[src/sv/blm_pkg.sv]
// ----------------------------------------------------------------------------
// Battery level monitor package
// Shared sizes, curve coefficients, register indexes and the command and
// status bundles that join the controller and the datapath.
// ----------------------------------------------------------------------------
package blm_pkg;

	// Filter window and trim depth.
	localparam int WINDOW   = 12;
	localparam int TRIM     = 3;
	// With a window too short to trim, the single entry of middle rank is kept.
	localparam int KEEP     = (WINDOW > 2 * TRIM) ? (WINDOW - 2 * TRIM) : 1;
	localparam int MID_RANK = WINDOW / 2;

	localparam int MV_W   = 13;
	localparam int PCT_W  = 7;
	localparam int IDX_W  = $clog2(WINDOW);
	localparam int CNT_W  = $clog2(WINDOW + 1);
	localparam int SUM_W  = MV_W + $clog2(WINDOW);

	localparam int FRAC   = 24;

	// The sum is divided by KEEP as a multiply by the reciprocal rounded up.
	// With four guard bits above the sum width the quotient is exact.
	localparam int AVG_SH     = SUM_W + 4;
	localparam int REC_W      = AVG_SH + 1;
	localparam logic [REC_W-1:0] AVG_RECIP = REC_W'(((1 << AVG_SH) + KEEP - 1) / KEEP);
	localparam int AVG_PROD_W = SUM_W + REC_W;

	// Volts in Q.24: x = mv * 2^24 / 1000 = mv * 16777 + floor(mv * 27 / 125).
	// The second term is mv * 27 * ceil(2^25 / 125), shifted down by 25.
	localparam int XI_W      = MV_W + 15;
	localparam int XF_W      = MV_W + 23;
	localparam logic [14:0] X_INT_MUL  = 15'd16777;
	localparam logic [22:0] X_FRAC_MUL = 23'd7247772;
	localparam int X_FRAC_SH = 25;

	// Horner datapath.
	localparam int X_W    = 27;
	localparam int XL_W   = 14;
	localparam int XH_W   = X_W - XL_W;
	localparam int ACC_W  = 40;
	localparam int PROD_W = ACC_W + X_W + 1;
	localparam int PM_W   = ACC_W + 8;

	localparam logic [PCT_W-1:0] PCT_MAX = 7'd100;

	// Curve breakpoints in millivolts.
	localparam logic [MV_W-1:0] MV_P1_LO = 13'd3450;
	localparam logic [MV_W-1:0] MV_P1_HI = 13'd3590;
	localparam logic [MV_W-1:0] MV_P2_HI = 13'd4049;
	localparam logic [MV_W-1:0] MV_P3_HI = 13'd4200;

	typedef logic [2:0] seg_t;
	localparam seg_t SEG_ZERO = 3'd0;
	localparam seg_t SEG_P1   = 3'd1;
	localparam seg_t SEG_P2   = 3'd2;
	localparam seg_t SEG_P3   = 3'd3;
	localparam seg_t SEG_FULL = 3'd4;

	// Configuration register indexes.
	localparam int CFG_IDX_W = 2;
	localparam logic [CFG_IDX_W-1:0] REG_EVENTS_ENABLE  = 2'd0;
	localparam logic [CFG_IDX_W-1:0] REG_LOW_LEVEL      = 2'd1;
	localparam logic [CFG_IDX_W-1:0] REG_CRITICAL_LEVEL = 2'd2;

	typedef struct packed {
		logic             events_enable;
		logic [PCT_W-1:0] low_level_percent;
		logic [PCT_W-1:0] critical_level_percent;
	} cfg_t;

	typedef struct packed {
		logic shift_in;
		logic fill_inc;
		logic rank_start;
		logic rank_step;
		logic avg_load;
		logic y_direct;
		logic poly_start;
		logic mul_lo;
		logic mul_hi;
		logic acc_add;
		logic pct_mul;
		logic result_load;
	} cmd_t;

	typedef struct packed {
		logic ring_full;
		logic rank_last;
		logic seg_poly;
		logic k_last;
		logic out_free;
	} stat_t;

	function automatic logic [1:0] seg_degree(input seg_t seg);
		logic [1:0] d;
		d = (seg == SEG_P2) ? 2'd3 : 2'd2;
		return d;
	endfunction

	// Coefficient k of the polynomial of a segment, Q16.24.
	function automatic logic signed [ACC_W-1:0] coef(input seg_t seg, input logic [1:0] k);
		logic signed [ACC_W-1:0] c;
		c = '0;
		unique case ({seg, k})
			{SEG_P1, 2'd2}: c = 40'sd1479750;
			{SEG_P1, 2'd1}: c = -40'sd7412174;
			{SEG_P1, 2'd0}: c = 40'sd9187203;
			{SEG_P2, 2'd3}: c = -40'sd93126971;
			{SEG_P2, 2'd2}: c = 40'sd1086173741;
			{SEG_P2, 2'd1}: c = -40'sd4187089797;
			{SEG_P2, 2'd0}: c = 40'sd5343543296;
			{SEG_P3, 2'd2}: c = -40'sd48395557;
			{SEG_P3, 2'd1}: c = 40'sd411209564;
			{SEG_P3, 2'd0}: c = -40'sd856460100;
			default:        c = '0;
		endcase
		return c;
	endfunction

endpackage

[src/sv/blm_sample_if.sv]
// ----------------------------------------------------------------------------
// Battery sample channel
// Valid/ready channel carrying one voltage sample per request.
// ----------------------------------------------------------------------------
interface blm_sample_if;
	import blm_pkg::*;

	logic            valid;
	logic            ready;
	logic [MV_W-1:0] battery_mv;

	modport source(output valid, output battery_mv, input ready);
	modport sink(input valid, input battery_mv, output ready);
endinterface

[src/sv/blm_result_if.sv]
// ----------------------------------------------------------------------------
// Battery result channel
// Valid/ready channel carrying the mean, the percentage and the events.
// ----------------------------------------------------------------------------
interface blm_result_if;
	import blm_pkg::*;

	logic             valid;
	logic             ready;
	logic [MV_W-1:0]  average_mv;
	logic [PCT_W-1:0] level_percent;
	logic             level_changed;
	logic             low_warning;
	logic             critical_warning;

	modport source(output valid, output average_mv, output level_percent,
		output level_changed, output low_warning, output critical_warning, input ready);
	modport sink(input valid, input average_mv, input level_percent,
		input level_changed, input low_warning, input critical_warning, output ready);
endinterface

[src/sv/battery_level_monitor_top.sv]
// ----------------------------------------------------------------------------
// Battery level monitor
// Trimmed-mean filter over a window of voltage samples, mapped to a charge
// percentage through a piecewise polynomial, with change, low and critical
// events.
// ----------------------------------------------------------------------------
// Usage: samples arrive on sample_ch, one millivolt value per request. The
// first WINDOW samples only fill the window and produce nothing; every later
// sample produces one request on result_ch with the trimmed mean, the
// percentage and the three event bits.
// The result comes sooner when the mean lies below 3450 mV or above 4200 mV
// than inside that range, where a quadratic or cubic segment is evaluated.
// The path runs through the ranking pass over the window (one entry a
// cycle) and the Horner loop, which steps through the low multiply, high
// multiply and add for each coefficient; both divisions are reciprocal
// multiplies. While the window fills, a sample is taken every cycle.
// One sample is processed at a time; sample_ch.ready is high only while the
// sequencer is idle, so the next sample is taken once it is idle again.
// A finished result waits in the output register, and a new sample is taken
// meanwhile; if the receiver still stalls when the next result is ready, the
// sequencer holds it until the register empties.
// Reset clears the fill count, the previous percentage, the notified flags,
// the output valid flag, and returns the registers to events off, low level
// 20 and critical level 5. Configuration is written through cfg_we,
// cfg_index and cfg_data; an unknown index is ignored.
// ----------------------------------------------------------------------------
module battery_level_monitor_top (
	input  logic                          clk,
	input  logic                          arst_n,
	blm_sample_if.sink                    sample_ch,
	blm_result_if.source                  result_ch,
	input  logic                          cfg_we,
	input  logic [blm_pkg::CFG_IDX_W-1:0] cfg_index,
	input  logic [blm_pkg::PCT_W-1:0]     cfg_data
);
	import blm_pkg::*;

	cfg_t  cfg_q;
	cmd_t  cmd;
	stat_t stat;

	// Configuration registers. The user, not the block, ensures these change only when idle.
	always_ff @(posedge clk or negedge arst_n) begin
		if (!arst_n) begin
			cfg_q.events_enable          <= 1'b0;
			cfg_q.low_level_percent      <= 7'd20;
			cfg_q.critical_level_percent <= 7'd5;
		end else if (cfg_we) begin
			unique case (cfg_index)
				REG_EVENTS_ENABLE:  cfg_q.events_enable          <= cfg_data[0];
				REG_LOW_LEVEL:      cfg_q.low_level_percent      <= cfg_data;
				REG_CRITICAL_LEVEL: cfg_q.critical_level_percent <= cfg_data;
				default:            cfg_q <= cfg_q;
			endcase
		end
	end

	// The sequencer issues one command set a cycle; the datapath reports
	// back the window fill, the loop ends, the curve segment and whether the output is free.
	blm_ctrl u_ctrl (
		.clk      (clk),
		.arst_n   (arst_n),
		.in_valid (sample_ch.valid),
		.in_ready (sample_ch.ready),
		.stat     (stat),
		.cmd      (cmd)
	);

	blm_datapath u_datapath (
		.clk              (clk),
		.arst_n           (arst_n),
		.cmd              (cmd),
		.stat             (stat),
		.cfg              (cfg_q),
		.sample_mv        (sample_ch.battery_mv),
		.out_ready        (result_ch.ready),
		.out_valid        (result_ch.valid),
		.average_mv       (result_ch.average_mv),
		.level_percent    (result_ch.level_percent),
		.level_changed    (result_ch.level_changed),
		.low_warning      (result_ch.low_warning),
		.critical_warning (result_ch.critical_warning)
	);

endmodule

[src/sv/blm_datapath.sv]
// ----------------------------------------------------------------------------
// Battery level monitor datapath
// Sample shift line, rank-select summing, reciprocal scaling, Horner
// multiplier and the event flags with the output register.
// ----------------------------------------------------------------------------
module blm_datapath (
	input  logic                    clk,
	input  logic                    arst_n,
	input  blm_pkg::cmd_t           cmd,
	output blm_pkg::stat_t          stat,
	input  blm_pkg::cfg_t           cfg,
	input  logic [blm_pkg::MV_W-1:0] sample_mv,
	input  logic                    out_ready,
	output logic                    out_valid,
	output logic [blm_pkg::MV_W-1:0]  average_mv,
	output logic [blm_pkg::PCT_W-1:0] level_percent,
	output logic                    level_changed,
	output logic                    low_warning,
	output logic                    critical_warning
);
	import blm_pkg::*;

	logic [MV_W-1:0]   ring_q [WINDOW];
	logic [CNT_W-1:0]  fill_q;
	logic [IDX_W-1:0]  idx_q;
	logic [SUM_W-1:0]  sum_q;
	logic [MV_W-1:0]   avg_q;
	logic [X_W-1:0]    x_q;
	logic [1:0]        k_q;
	logic signed [ACC_W-1:0]  acc_q;
	logic signed [PROD_W-1:0] prod_q;
	logic signed [PM_W-1:0]   pm_q;
	logic [PCT_W-1:0]  prev_q;
	logic              low_n_q;
	logic              crit_n_q;
	logic              out_valid_q;
	logic [MV_W-1:0]   avg_out_q;
	logic [PCT_W-1:0]  pct_out_q;
	logic              chg_out_q;
	logic              low_out_q;
	logic              crit_out_q;

	logic [MV_W-1:0]  cur;
	logic [IDX_W-1:0] rank;
	logic             keep;
	logic [AVG_PROD_W-1:0] avg_prod;
	logic [XI_W-1:0]       x_int;
	logic [XF_W-1:0]       x_frac;
	seg_t             seg;
	logic signed [ACC_W+XL_W:0]   pl;
	logic signed [ACC_W+XH_W:0]   ph;
	logic signed [PROD_W-1:0]     sh;
	logic                         acc_pos;
	logic [PM_W-FRAC-1:0]         ps;
	logic [PCT_W-1:0]             pct;
	logic                         chg;
	logic                         low_ev;
	logic                         crit_ev;

	// Rank of the selected entry; ties broken by position.
	always_comb begin
		cur  = ring_q[idx_q];
		rank = '0;
		for (int j = 0; j < WINDOW; j++) begin
			if (ring_q[j] < cur || (ring_q[j] == cur && IDX_W'(j) < idx_q)) begin
				rank = rank + 1'b1;
			end
		end
		if (KEEP == 1 && WINDOW <= 2 * TRIM) begin
			keep = (rank == IDX_W'(MID_RANK));
		end else begin
			keep = (rank >= IDX_W'(TRIM)) && (rank < IDX_W'(WINDOW - TRIM));
		end
	end

	// Constant multiplies for the mean and for the volts scaling.
	assign avg_prod = AVG_PROD_W'(sum_q) * AVG_PROD_W'(AVG_RECIP);
	assign x_int    = XI_W'(avg_q) * XI_W'(X_INT_MUL);
	assign x_frac   = XF_W'(avg_q) * XF_W'(X_FRAC_MUL);

	always_comb begin
		if (avg_q < MV_P1_LO)       seg = SEG_ZERO;
		else if (avg_q <= MV_P1_HI) seg = SEG_P1;
		else if (avg_q <= MV_P2_HI) seg = SEG_P2;
		else if (avg_q <= MV_P3_HI) seg = SEG_P3;
		else                        seg = SEG_FULL;
	end

	assign pl = acc_q * $signed({1'b0, x_q[XL_W-1:0]});
	assign ph = acc_q * $signed({1'b0, x_q[X_W-1:XL_W]});
	assign sh = prod_q >>> FRAC;

	always_comb begin
		acc_pos = !acc_q[ACC_W-1] && (acc_q != '0);
		ps      = pm_q[PM_W-1:FRAC];
		if (!acc_pos) begin
			pct = '0;
		end else if (ps > (PM_W-FRAC)'(PCT_MAX)) begin
			pct = PCT_MAX;
		end else begin
			pct = ps[PCT_W-1:0];
		end
		chg     = cfg.events_enable && (pct != prev_q);
		low_ev  = cfg.events_enable && (pct <= cfg.low_level_percent) && !low_n_q;
		crit_ev = cfg.events_enable && (pct <= cfg.critical_level_percent) && !crit_n_q;
	end

	always_comb begin
		stat.ring_full = (fill_q == CNT_W'(WINDOW));
		stat.rank_last = (idx_q == IDX_W'(WINDOW - 1));
		stat.seg_poly  = (seg == SEG_P1) || (seg == SEG_P2) || (seg == SEG_P3);
		stat.k_last    = (k_q == 2'd1);
		stat.out_free  = !out_valid_q;
	end

	// Payload registers.
	always_ff @(posedge clk) begin
		if (cmd.shift_in) begin
			ring_q[0] <= sample_mv;
			for (int i = 1; i < WINDOW; i++) begin
				ring_q[i] <= ring_q[i-1];
			end
		end
		if (cmd.rank_start) begin
			sum_q <= '0;
		end else if (cmd.rank_step && keep) begin
			sum_q <= sum_q + SUM_W'(cur);
		end
		if (cmd.avg_load) begin
			avg_q <= avg_prod[AVG_SH +: MV_W];
		end
		if (cmd.y_direct) begin
			acc_q <= (seg == SEG_FULL) ? (ACC_W'(1) <<< FRAC) : '0;
		end else if (cmd.poly_start) begin
			x_q   <= X_W'(x_int + XI_W'(x_frac >> X_FRAC_SH));
			acc_q <= coef(seg, seg_degree(seg));
			k_q   <= seg_degree(seg);
		end else if (cmd.acc_add) begin
			acc_q <= ACC_W'(sh) + coef(seg, k_q - 2'd1);
			k_q   <= k_q - 2'd1;
		end
		if (cmd.mul_lo) begin
			prod_q <= PROD_W'(pl);
		end else if (cmd.mul_hi) begin
			prod_q <= prod_q + (PROD_W'(ph) <<< XL_W);
		end
		if (cmd.pct_mul) begin
			pm_q <= PM_W'(acc_q * $signed(8'd100));
		end
		if (cmd.result_load) begin
			avg_out_q  <= avg_q;
			pct_out_q  <= pct;
			chg_out_q  <= chg;
			low_out_q  <= low_ev;
			crit_out_q <= crit_ev;
		end
	end

	// Control state.
	always_ff @(posedge clk or negedge arst_n) begin
		if (!arst_n) begin
			fill_q      <= '0;
			idx_q       <= '0;
			prev_q      <= '0;
			low_n_q     <= 1'b0;
			crit_n_q    <= 1'b0;
			out_valid_q <= 1'b0;
		end else begin
			if (cmd.fill_inc) begin
				fill_q <= fill_q + 1'b1;
			end
			if (cmd.rank_start) begin
				idx_q <= '0;
			end else if (cmd.rank_step) begin
				idx_q <= stat.rank_last ? '0 : idx_q + 1'b1;
			end
			if (cmd.result_load) begin
				prev_q      <= pct;
				out_valid_q <= 1'b1;
				if (pct > cfg.low_level_percent) begin
					low_n_q <= 1'b0;
				end else if (low_ev) begin
					low_n_q <= 1'b1;
				end
				if (pct > cfg.critical_level_percent) begin
					crit_n_q <= 1'b0;
				end else if (crit_ev) begin
					crit_n_q <= 1'b1;
				end
			end else if (out_ready) begin
				out_valid_q <= 1'b0;
			end
		end
	end

	assign out_valid        = out_valid_q;
	assign average_mv       = avg_out_q;
	assign level_percent    = pct_out_q;
	assign level_changed    = chg_out_q;
	assign low_warning      = low_out_q;
	assign critical_warning = crit_out_q;

endmodule

[src/sv/blm_ctrl.sv]
// ----------------------------------------------------------------------------
// Battery level monitor controller
// Sequences one sample through ranking, scaling, curve and event stages.
// ----------------------------------------------------------------------------
module blm_ctrl (
	input  logic           clk,
	input  logic           arst_n,
	input  logic           in_valid,
	output logic           in_ready,
	input  blm_pkg::stat_t stat,
	output blm_pkg::cmd_t  cmd
);
	import blm_pkg::*;

	localparam logic [3:0] S_IDLE = 4'd0;
	localparam logic [3:0] S_RANK = 4'd1;
	localparam logic [3:0] S_AVG  = 4'd2;
	localparam logic [3:0] S_SEL  = 4'd3;
	localparam logic [3:0] S_MLO  = 4'd4;
	localparam logic [3:0] S_MHI  = 4'd5;
	localparam logic [3:0] S_ADD  = 4'd6;
	localparam logic [3:0] S_PCT  = 4'd7;
	localparam logic [3:0] S_EVT  = 4'd8;

	logic [3:0] state_q;
	logic [3:0] state_d;

	always_comb begin
		state_d  = state_q;
		cmd      = '0;
		in_ready = 1'b0;
		unique case (state_q)
			S_IDLE: begin
				in_ready = 1'b1;
				if (in_valid) begin
					cmd.shift_in = 1'b1;
					if (stat.ring_full) begin
						cmd.rank_start = 1'b1;
						state_d        = S_RANK;
					end else begin
						cmd.fill_inc = 1'b1;
					end
				end
			end
			S_RANK: begin
				cmd.rank_step = 1'b1;
				if (stat.rank_last) state_d = S_AVG;
			end
			S_AVG: begin
				cmd.avg_load = 1'b1;
				state_d      = S_SEL;
			end
			S_SEL: begin
				if (stat.seg_poly) begin
					cmd.poly_start = 1'b1;
					state_d        = S_MLO;
				end else begin
					cmd.y_direct = 1'b1;
					state_d      = S_PCT;
				end
			end
			S_MLO: begin
				cmd.mul_lo = 1'b1;
				state_d    = S_MHI;
			end
			S_MHI: begin
				cmd.mul_hi = 1'b1;
				state_d    = S_ADD;
			end
			S_ADD: begin
				cmd.acc_add = 1'b1;
				state_d     = stat.k_last ? S_PCT : S_MLO;
			end
			S_PCT: begin
				cmd.pct_mul = 1'b1;
				state_d     = S_EVT;
			end
			S_EVT: begin
				if (stat.out_free) begin
					cmd.result_load = 1'b1;
					state_d         = S_IDLE;
				end
			end
			default: state_d = S_IDLE;
		endcase
	end

	always_ff @(posedge clk or negedge arst_n) begin
		if (!arst_n) begin
			state_q <= S_IDLE;
		end else begin
			state_q <= state_d;
		end
	end

endmodule
[src/flat_wrapper.sv]
// flat-port wrapper written by rule: the top's interface ports become plain ports
module battery_level_monitor_top_flat import blm_pkg::*;
  (clk, arst_n, cfg_we, cfg_index, cfg_data, sample_ch_valid, sample_ch_battery_mv, sample_ch_ready, result_ch_valid, result_ch_average_mv, result_ch_level_percent, result_ch_level_changed, result_ch_low_warning, result_ch_critical_warning, result_ch_ready);
  blm_sample_if sample_ch_i ();
  blm_result_if result_ch_i ();
  input  logic clk;
  input  logic arst_n;
  input  logic cfg_we;
  input  logic [blm_pkg::CFG_IDX_W-1:0] cfg_index;
  input  logic [blm_pkg::PCT_W-1:0] cfg_data;
  input wire logic [$bits(sample_ch_i.valid)-1:0] sample_ch_valid;
  input wire logic [$bits(sample_ch_i.battery_mv)-1:0] sample_ch_battery_mv;
  output wire logic [$bits(sample_ch_i.ready)-1:0] sample_ch_ready;
  output wire logic [$bits(result_ch_i.valid)-1:0] result_ch_valid;
  output wire logic [$bits(result_ch_i.average_mv)-1:0] result_ch_average_mv;
  output wire logic [$bits(result_ch_i.level_percent)-1:0] result_ch_level_percent;
  output wire logic [$bits(result_ch_i.level_changed)-1:0] result_ch_level_changed;
  output wire logic [$bits(result_ch_i.low_warning)-1:0] result_ch_low_warning;
  output wire logic [$bits(result_ch_i.critical_warning)-1:0] result_ch_critical_warning;
  input wire logic [$bits(result_ch_i.ready)-1:0] result_ch_ready;
  assign sample_ch_i.valid = sample_ch_valid;
  assign sample_ch_i.battery_mv = sample_ch_battery_mv;
  assign sample_ch_ready = sample_ch_i.ready;
  assign result_ch_valid = result_ch_i.valid;
  assign result_ch_average_mv = result_ch_i.average_mv;
  assign result_ch_level_percent = result_ch_i.level_percent;
  assign result_ch_level_changed = result_ch_i.level_changed;
  assign result_ch_low_warning = result_ch_i.low_warning;
  assign result_ch_critical_warning = result_ch_i.critical_warning;
  assign result_ch_i.ready = result_ch_ready;
  battery_level_monitor_top u_core (.clk(clk), .arst_n(arst_n), .sample_ch(sample_ch_i), .result_ch(result_ch_i), .cfg_we(cfg_we), .cfg_index(cfg_index), .cfg_data(cfg_data));
endmodule
[config.mk]
export PLATFORM = sky130hd
export DESIGN_NAME = battery_level_monitor_top_flat
export DESIGN_NICKNAME = d
export VERILOG_FILES = /design/src/sv/blm_pkg.sv /design/src/sv/blm_sample_if.sv /design/src/sv/blm_result_if.sv /design/src/sv/battery_level_monitor_top.sv /design/src/sv/blm_datapath.sv /design/src/sv/blm_ctrl.sv /design/src/flat_wrapper.sv
export SDC_FILE = /design/constraint.sdc
export NUM_CORES = 2
export LEC_CHECK = 0
export BUFFER_PORTS_ARGS = -buffer_cell sky130_fd_sc_hd__buf_2
export CAP_MARGIN = 20
export CORE_ASPECT_RATIO = 0.75
export CORE_UTILIZATION = 43
export DETAILED_ROUTE_END_ITERATION = 10
export GPL_TIMING_DRIVEN = 0
export SYNTH_ARGS = -nofsm -noshare
export SYNTH_HDL_FRONTEND = slang
export SYNTH_SLANG_ARGS = --single-unit
[constraint.sdc]
create_clock -name clk -period 11.2 [get_ports clk]
set_input_delay 1.12 -clock clk [delete_from_list [all_inputs] [get_ports clk]]
set_output_delay 1.12 -clock clk [all_outputs]
set_load 0.005 [all_outputs]
== Word level (Yosys, flattened, before mapping) ==
Memories as Yosys holds them, arrays and structs flattened.
Index checks and enable logic that the tools add are counted.
Storage, ports and cells
  flip-flop bits (word level): 273
  bits in writable memories: 156
  ROM bits: 1280
  input bits: 27
  output and inout port bits: 25
  logic and storage cells: 240
  memories: 3
Memory list
  (no name shown): depth 16, width 40, read ports 1, clocked after memory_dff 0, wr ports 0, RTL line blm_pkg.sv:106  | unique case ({seg, k})
  (no name shown): depth 16, width 40, read ports 1, clocked after memory_dff 0, wr ports 0, RTL line blm_pkg.sv:106
  u_core.u_datapath.ring_q: depth 12, width 13, read ports 13, clocked after memory_dff 0, wr ports 12, RTL line blm_datapath.sv:23  | logic [MV_W-1:0] ring_q [WINDOW];
Operators by class
  $add $sub $neg: 18
  multipliers: 6
  $lt $le $gt $ge: 35
  eq/ne operators: 34
  mux-type cells: 66
  bitwise operators: 1
  reductions and logical operators: 55
Operators by type and width (number)
  two-way mux 40 bit: 8
  equality test 13 bit: 12
  < comparator 13 bit: 12
  two-way mux 68 bit: 2
  two-way mux 4 bit: 18
  adder 68 bit: 1
  multiplier 40 x 15 -> 55 bit: 1
  multiplier 40 x 14 -> 54 bit: 1
  adder 4 x 1 -> 4 bit (second input constant): 13
  multiplier 40 x 6 -> 46 bit (second input constant): 1
  adder 40 bit: 1
  nonzero test 40 bit: 1
  case mux 4 bit (9 select lines): 1
  multiplier 13 x 21 -> 34 bit (second input constant): 1
  multiplier 17 x 18 -> 33 bit (second input constant): 1
  adder 27 x 11 -> 27 bit: 1
  multiplier 13 x 15 -> 27 bit (second input constant): 1
  less-or-equal comparator 13 x 12 -> 1 bit (second input constant): 2
  two-way mux 25 bit: 1
  greater-than comparator 24 x 7 -> 1 bit (second input constant): 1
  two-way mux 1 bit: 23
  logical AND 1 bit: 20
  two-way mux 3 bit: 6
  adder 17 x 13 -> 17 bit: 1
  34 further kinds: 85

== Logic depth before layout (Yosys ltp) ==
An unclocked memory read counts as a cell.
  depth after elaboration: 30
  depth in mapped cells: 43
  depth with buffers taken out: 41

== By module ==
A second synthesis with hierarchy kept.
Unflattened totals
  cells, all modules: 7762
  area, all modules: 75255.9 µm²
By module, submodules not included
  blm_datapath: times used 1, cells an instance 7689, area an instance 74306.3 µm², seq. area each 10850.4 µm²
  battery_level_monitor_top: times used 1, cells an instance 33, area an instance 601.8 µm², seq. area each 380.4 µm²
  blm_ctrl: times used 1, cells an instance 40, area an instance 347.8 µm², seq. area each 100.1 µm²

== Least setup slack after synthesis ==
No wires, ideal clock.
  path type: flip-flop to flip-flop
  from: register u_core.u_datapath.idx_q[0]
  to: register u_core.u_datapath.sum_q[6]
  library setup time: 0.072 ns
  data arrival time: 9.133 ns
  data required time: 11.128 ns
  setup slack: 1.995 ns
  cell stages (with the launch flop): 41
  path buffers: 3
  clock period less this slack: 9.205 ns
  cells stage by stage: dfrtp_1 -> clkbuf_1 -> buf_1 -> mux4_2 -> mux2i_1 -> o21a_1 -> ha_1 -> a21oi_1 -> o21ai_0 -> a221o_1 -> o21a_1 -> ha_1 -> nor2_1 -> a311oi_4 -> nand2_1 -> ha_1 -> o21ai_0 -> xor2_1 -> (+5 left out) -> nand2_1 -> nand2_1 -> ha_1 -> mux2_2 -> nor2_1 -> xor2_1 -> a21oi_1 -> ha_1 -> nor3b_1 -> a211oi_1 -> ha_1 -> a22oi_1 -> o22ai_1 -> nor2_1 -> or3b_4 -> o211ai_4 -> buf_12 -> mux2i_1
Between the ends
  longest elaborated chain between the ends: 30
  elaborated cells between the ends (all ways): 89
  classes of those cells: 12 x add/sub; 26 x order compare; 12 x eq/ne; 12 x mux; 26 x reduce/logical; 1 x memory
RTL lines
  start, declared: RTL line blm_datapath.sv:25  | logic [IDX_W-1:0] idx_q;
  start signal, assigned: RTL line blm_datapath.sv:175  | idx_q <= stat.rank_last ? '0 : idx_q + 1'b1;
  parallel branches: the longest is 30 deep, another holds memory read (12 x 13 bit)
  end signal, assigned: RTL line blm_datapath.sv:127  | sum_q <= sum_q + SUM_W'(cur);
  end, declared: RTL line blm_datapath.sv:26  | logic [SUM_W-1:0] sum_q;
Several ways; the timed one is not identified.
A chain may end at the register's enable or synchronous reset.

== Worst setup path after layout ==
  from: register u_core.u_datapath.acc_q[18]
  to: register u_core.u_datapath.prod_q[60] (data pin)
Between the ends
  longest elaborated chain between the ends: 4
  elaborated cells between the ends (all ways): 5
  classes of those cells: 1 x add/sub; 2 x mul; 2 x mux
RTL lines
  start, declared: RTL line blm_datapath.sv:30  | logic signed [ACC_W-1:0] acc_q;
  start signal, assigned: RTL line blm_datapath.sv:133  | acc_q <= (seg == SEG_FULL) ? (ACC_W'(1) <<< FRAC) : '0;
  start signal, assigned: RTL line blm_datapath.sv:136  | acc_q <= coef(seg, seg_degree(seg));
  start signal, assigned: RTL line blm_datapath.sv:139  | acc_q <= ACC_W'(sh) + coef(seg, k_q - 2'd1);
  multiplier 40 x 14 -> 54 bit: RTL line blm_datapath.sv:90  | assign ph = acc_q * $signed({1'b0, x_q[X_W-1:XL_W]});
  adder 68 bit: RTL line blm_datapath.sv:145  | prod_q <= prod_q + (PROD_W'(ph) <<< XL_W);
  two-way mux 68 bit: RTL line blm_datapath.sv:144  | end else if (cmd.mul_hi) begin
  two-way mux 68 bit *: RTL line blm_datapath.sv:142  | if (cmd.mul_lo) begin
  end signal, assigned: RTL line blm_datapath.sv:143  | prod_q <= PROD_W'(pl);
  end signal, assigned: RTL line blm_datapath.sv:145
  end, declared: RTL line blm_datapath.sv:31  | logic signed [PROD_W-1:0] prod_q;
Mark *: on every way between the ends. The rest lies on a longest branch, timed or not. The select of a mux whose other input is x is not followed.

==> impl_metrics.py <==
metrics = {
    "synthesis": {
        "syn_inst": 7740,
        "synthMuxAreaShare_pct": 1.93,
        "async_flop_share_pct": 9.51,
        "synth_common_cells": "1570 x inv_1, 1196 x fa_1, 1003 x ha_1",
        "synth_top_family_by_area": "adder cells",
        "synth_fa_ha_area_share_pct": 48.7,
        "synth_edf_count": 335,
        "ys_types": 90,
        "synth_most_common_cell": "inv_1",
        "seq_area_frac_synth_pct": 15.1,
        "ys_seq_elements": 389,
        "yosysTopAreaCellShare_pct": 31.9,
        "synth_nets": 9966,
        "synth-compound-area-share_pct": 8.48,
        "yosys_most_used_dff": "edfxtp_1",
        "syn-cell-area_sq_um": 75000,
        "yosysTopAreaCell": "fa_1",
        "syn_avg_cell_area_sq_um": 9.69,
        "synthSimpleGateAreaFrac_pct": 12.7,
        "netlist_top_cells_area": "fa_1 32%, ha_1 17%, edfxtp_1 13%",
        "synth_warnings": 0,
        "synth-xor-area-share_pct": 3.75,
    },
    "layout": {
        "finalInstanceArea_sq_um": 80400,
        "synthToLayoutAreaGrowth_pct": 7.25,
        "nets": 10100,
        "final_util_pct": 46.5,
        "drive_above_1_share_pct": 4.27,
    },
    "floorplanning": {
        "pin_count": 52,
        "initial_core_util_pct": 43.4,
        "rows": 132,
        "die_w_um": 484,
        "die_y_um": 364,
        "core_area_sq_um": 173000,
        "fp.dieArea_sq_um": 176000,
    },
    "setup_path": {
        "cp-start-kind": "flip-flop",
        "cp_slowest_stage_delay_ns": 0.76,
        "cp_max_fo": 10,
        "critPathKind": "reg2reg",
        "crit_path_frequent_cell": "a21o_1",
        "worstPathRequired_ns": 11.55,
        "path_buf_inv": 6,
        "end_kind": "flip-flop",
        "critPathTopFamily": "adder cells",
        "slowest_stage": "clkdlybuf4s15_1",
        "cp.arrival_ns": 11.21,
    },
    "routing": {
        "ant_nets": 0,
        "drt-met1-wl_mm": 109,
        "routedWlPerCell_um": 23.3,
        "drt-total-wl_mm": 237,
        "highest_layer": "met5",
        "wl_met3_mm": 29.9,
        "dr.pass1.iters": 6,
        "drc": 0,
        "viasPerCell": 5.49,
        "drt_iter0_markers": 4831,
        "route.met2.wl_mm": 93.1,
        "vias": 56000,
    },
    "flow_run": {
        "max_cap_violations": 0,
    },
    "sta": {
        "period_share_pct": 97.0,
        "max_slew_margin_pct": 17.4,
        "fin_skew_ns": 0.0463,
        "finalSetupViolations": 0,
        "period_needed_ns": 10.86,
        "hold_viol_final": 0,
        "worst_slew_pin_slew_ns": 1.24,
        "fmaxAchievable_ghz": 0.0921,
        "slew_viol_final": 0,
    },
    "cts": {
        "htreeDepth": 2,
        "clockRootBuffer": "clkbuf_16",
        "cts_buffers": 46,
        "path_clk_slew_ns": 0.06,
        "cts_num_sinks": 389,
        "clock_tree.buffer_depth": 3,
        "postCtsHoldBufs": 0,
        "clk_latency_ns": 0.65,
        "cts_tree": "yes",
    },
    "global_routing": {
        "grt_util_all_layers_pct": 27.3,
        "grt_overflow": 0,
        "antenna_found_initial": 10,
        "grt_max_degree": 82,
        "grt_pass1_vias": 57100,
        "grt_pass1_wl_mm": 361,
    },
    "outcome": {
        "status": "complete, no violations",
    },
    "min_path": {
        "min_path_type": "reg2reg",
    },
    "placed_design": {
        "gp_congestion": 0.987,
        "portBuffers": 51,
        "placed_cell_area_sq_um": 78400,
        "place_hpwl_mm": 197,
    },
}
==> kinds of logic (layout without fill, tap and decap cells) <==
group	count (synthesis)	count (layout)
buf+inv	1858	2026
fa+ha+maj	2199	2199
flops	389	389
xor+xnor	310	310
compound gates	985	985
mux	94	94
other cells	0	3
simple gates	1905	1905
==> state kept, by name, summed over array words and instances (netlist names), 13 cells and up <==
register,cells
u_core.cfg_q,15
u_core.u_datapath.average_mv,13
u_core.u_datapath.prod_q,50
u_core.u_datapath.sum_q,17
u_core.u_datapath.pm_q,24
u_core.u_datapath.x_q,27
u_core.u_datapath.avg_q,13
u_core.u_datapath.ring_q,156
u_core.u_datapath.acc_q,40
==> placed cells by master (no fill, tap or decap), drive strengths merged, types with 78 or more instances in the layout <==
cell type / n
inv: 1573
fa: 1196
ha: 1003
nand2: 754
and2: 579
edfxtp: 335
clkbuf: 333
a21oi: 275
o21ai: 219
xnor2: 194
nor2: 173
a21o: 137
xor2: 109
buf: 93
nand3: 78
==> per-stage QoR <==
step	hold WS [ns]	setup TNS [ns]	std cells	setup WS (ns)
after floorplan	0.438	0	7740	2.00
after global placement	0.452	-25.40	10100	-1.13
after detailed placement	0.460	-14.71	10100	-1.09
after CTS	0.472	0	10200	0.0338
after global routing	0.502	-0.0474	10200	-0.0329
final	0.466	0	10200	0.338
==> routing by layer <==
metal	vias to the layer above	global-route usage, %
met5	-	0
met4	4	5.33
met1	28300	41.2
li1	25000	-
met3	260	8.99
met2	2426	37.7
==> final timing paths <==
check	from	cells past startpoint	end	slack, ns
setup / recovery	u_core.u_datapath.acc_q[18]$_SDFFCE_PP0P_	38	u_core.u_datapath.prod_q[60]$_DFFE_PP_	0.34
hold / removal	u_core.u_datapath.fill_q[3]$_DFFE_PN0P_	1	u_core.u_datapath.fill_q[3]$_DFFE_PN0P_	0.47
setup reg to reg	u_core.u_datapath.acc_q[18]$_SDFFCE_PP0P_	38	u_core.u_datapath.prod_q[60]$_DFFE_PP_	0.34
hold reg to reg	u_core.u_datapath.fill_q[3]$_DFFE_PN0P_	1	u_core.u_datapath.fill_q[3]$_DFFE_PN0P_	0.47
max in group asynchronous	arst_n	1	u_core.u_datapath.prev_q[6]$_DFFE_PN0P_	10.01
min in group asynchronous	arst_n	1	u_core.u_datapath.idx_q[3]$_DFFE_PN0P_	0.60
==> area by class of cell <==
type / count / area (sq um)
Multi-Input combinational cell: 5493 / 56800
Timing Repair Buffer: 85 / 724
Inverter: 1570 / 5900
Clock inverter: 27 / 368
Tap cell: 2278 / 2850
Buffer: 287 / 1200
Antenna cell: 3 / 7.51
Sequential cell: 389 / 11300
Clock buffer: 57 / 1300
Fill cell: 16400 / 92500
==> timing repair <==
action                     in CTS  in global routing
gates resized for setup        38                107
buffers inserted                0                 10
setup endpoints to repair      34                 30
Power is left out: the tool's default activity adds up to more than one toggle a clock period on the data nets, which glitch-free logic cannot reach.
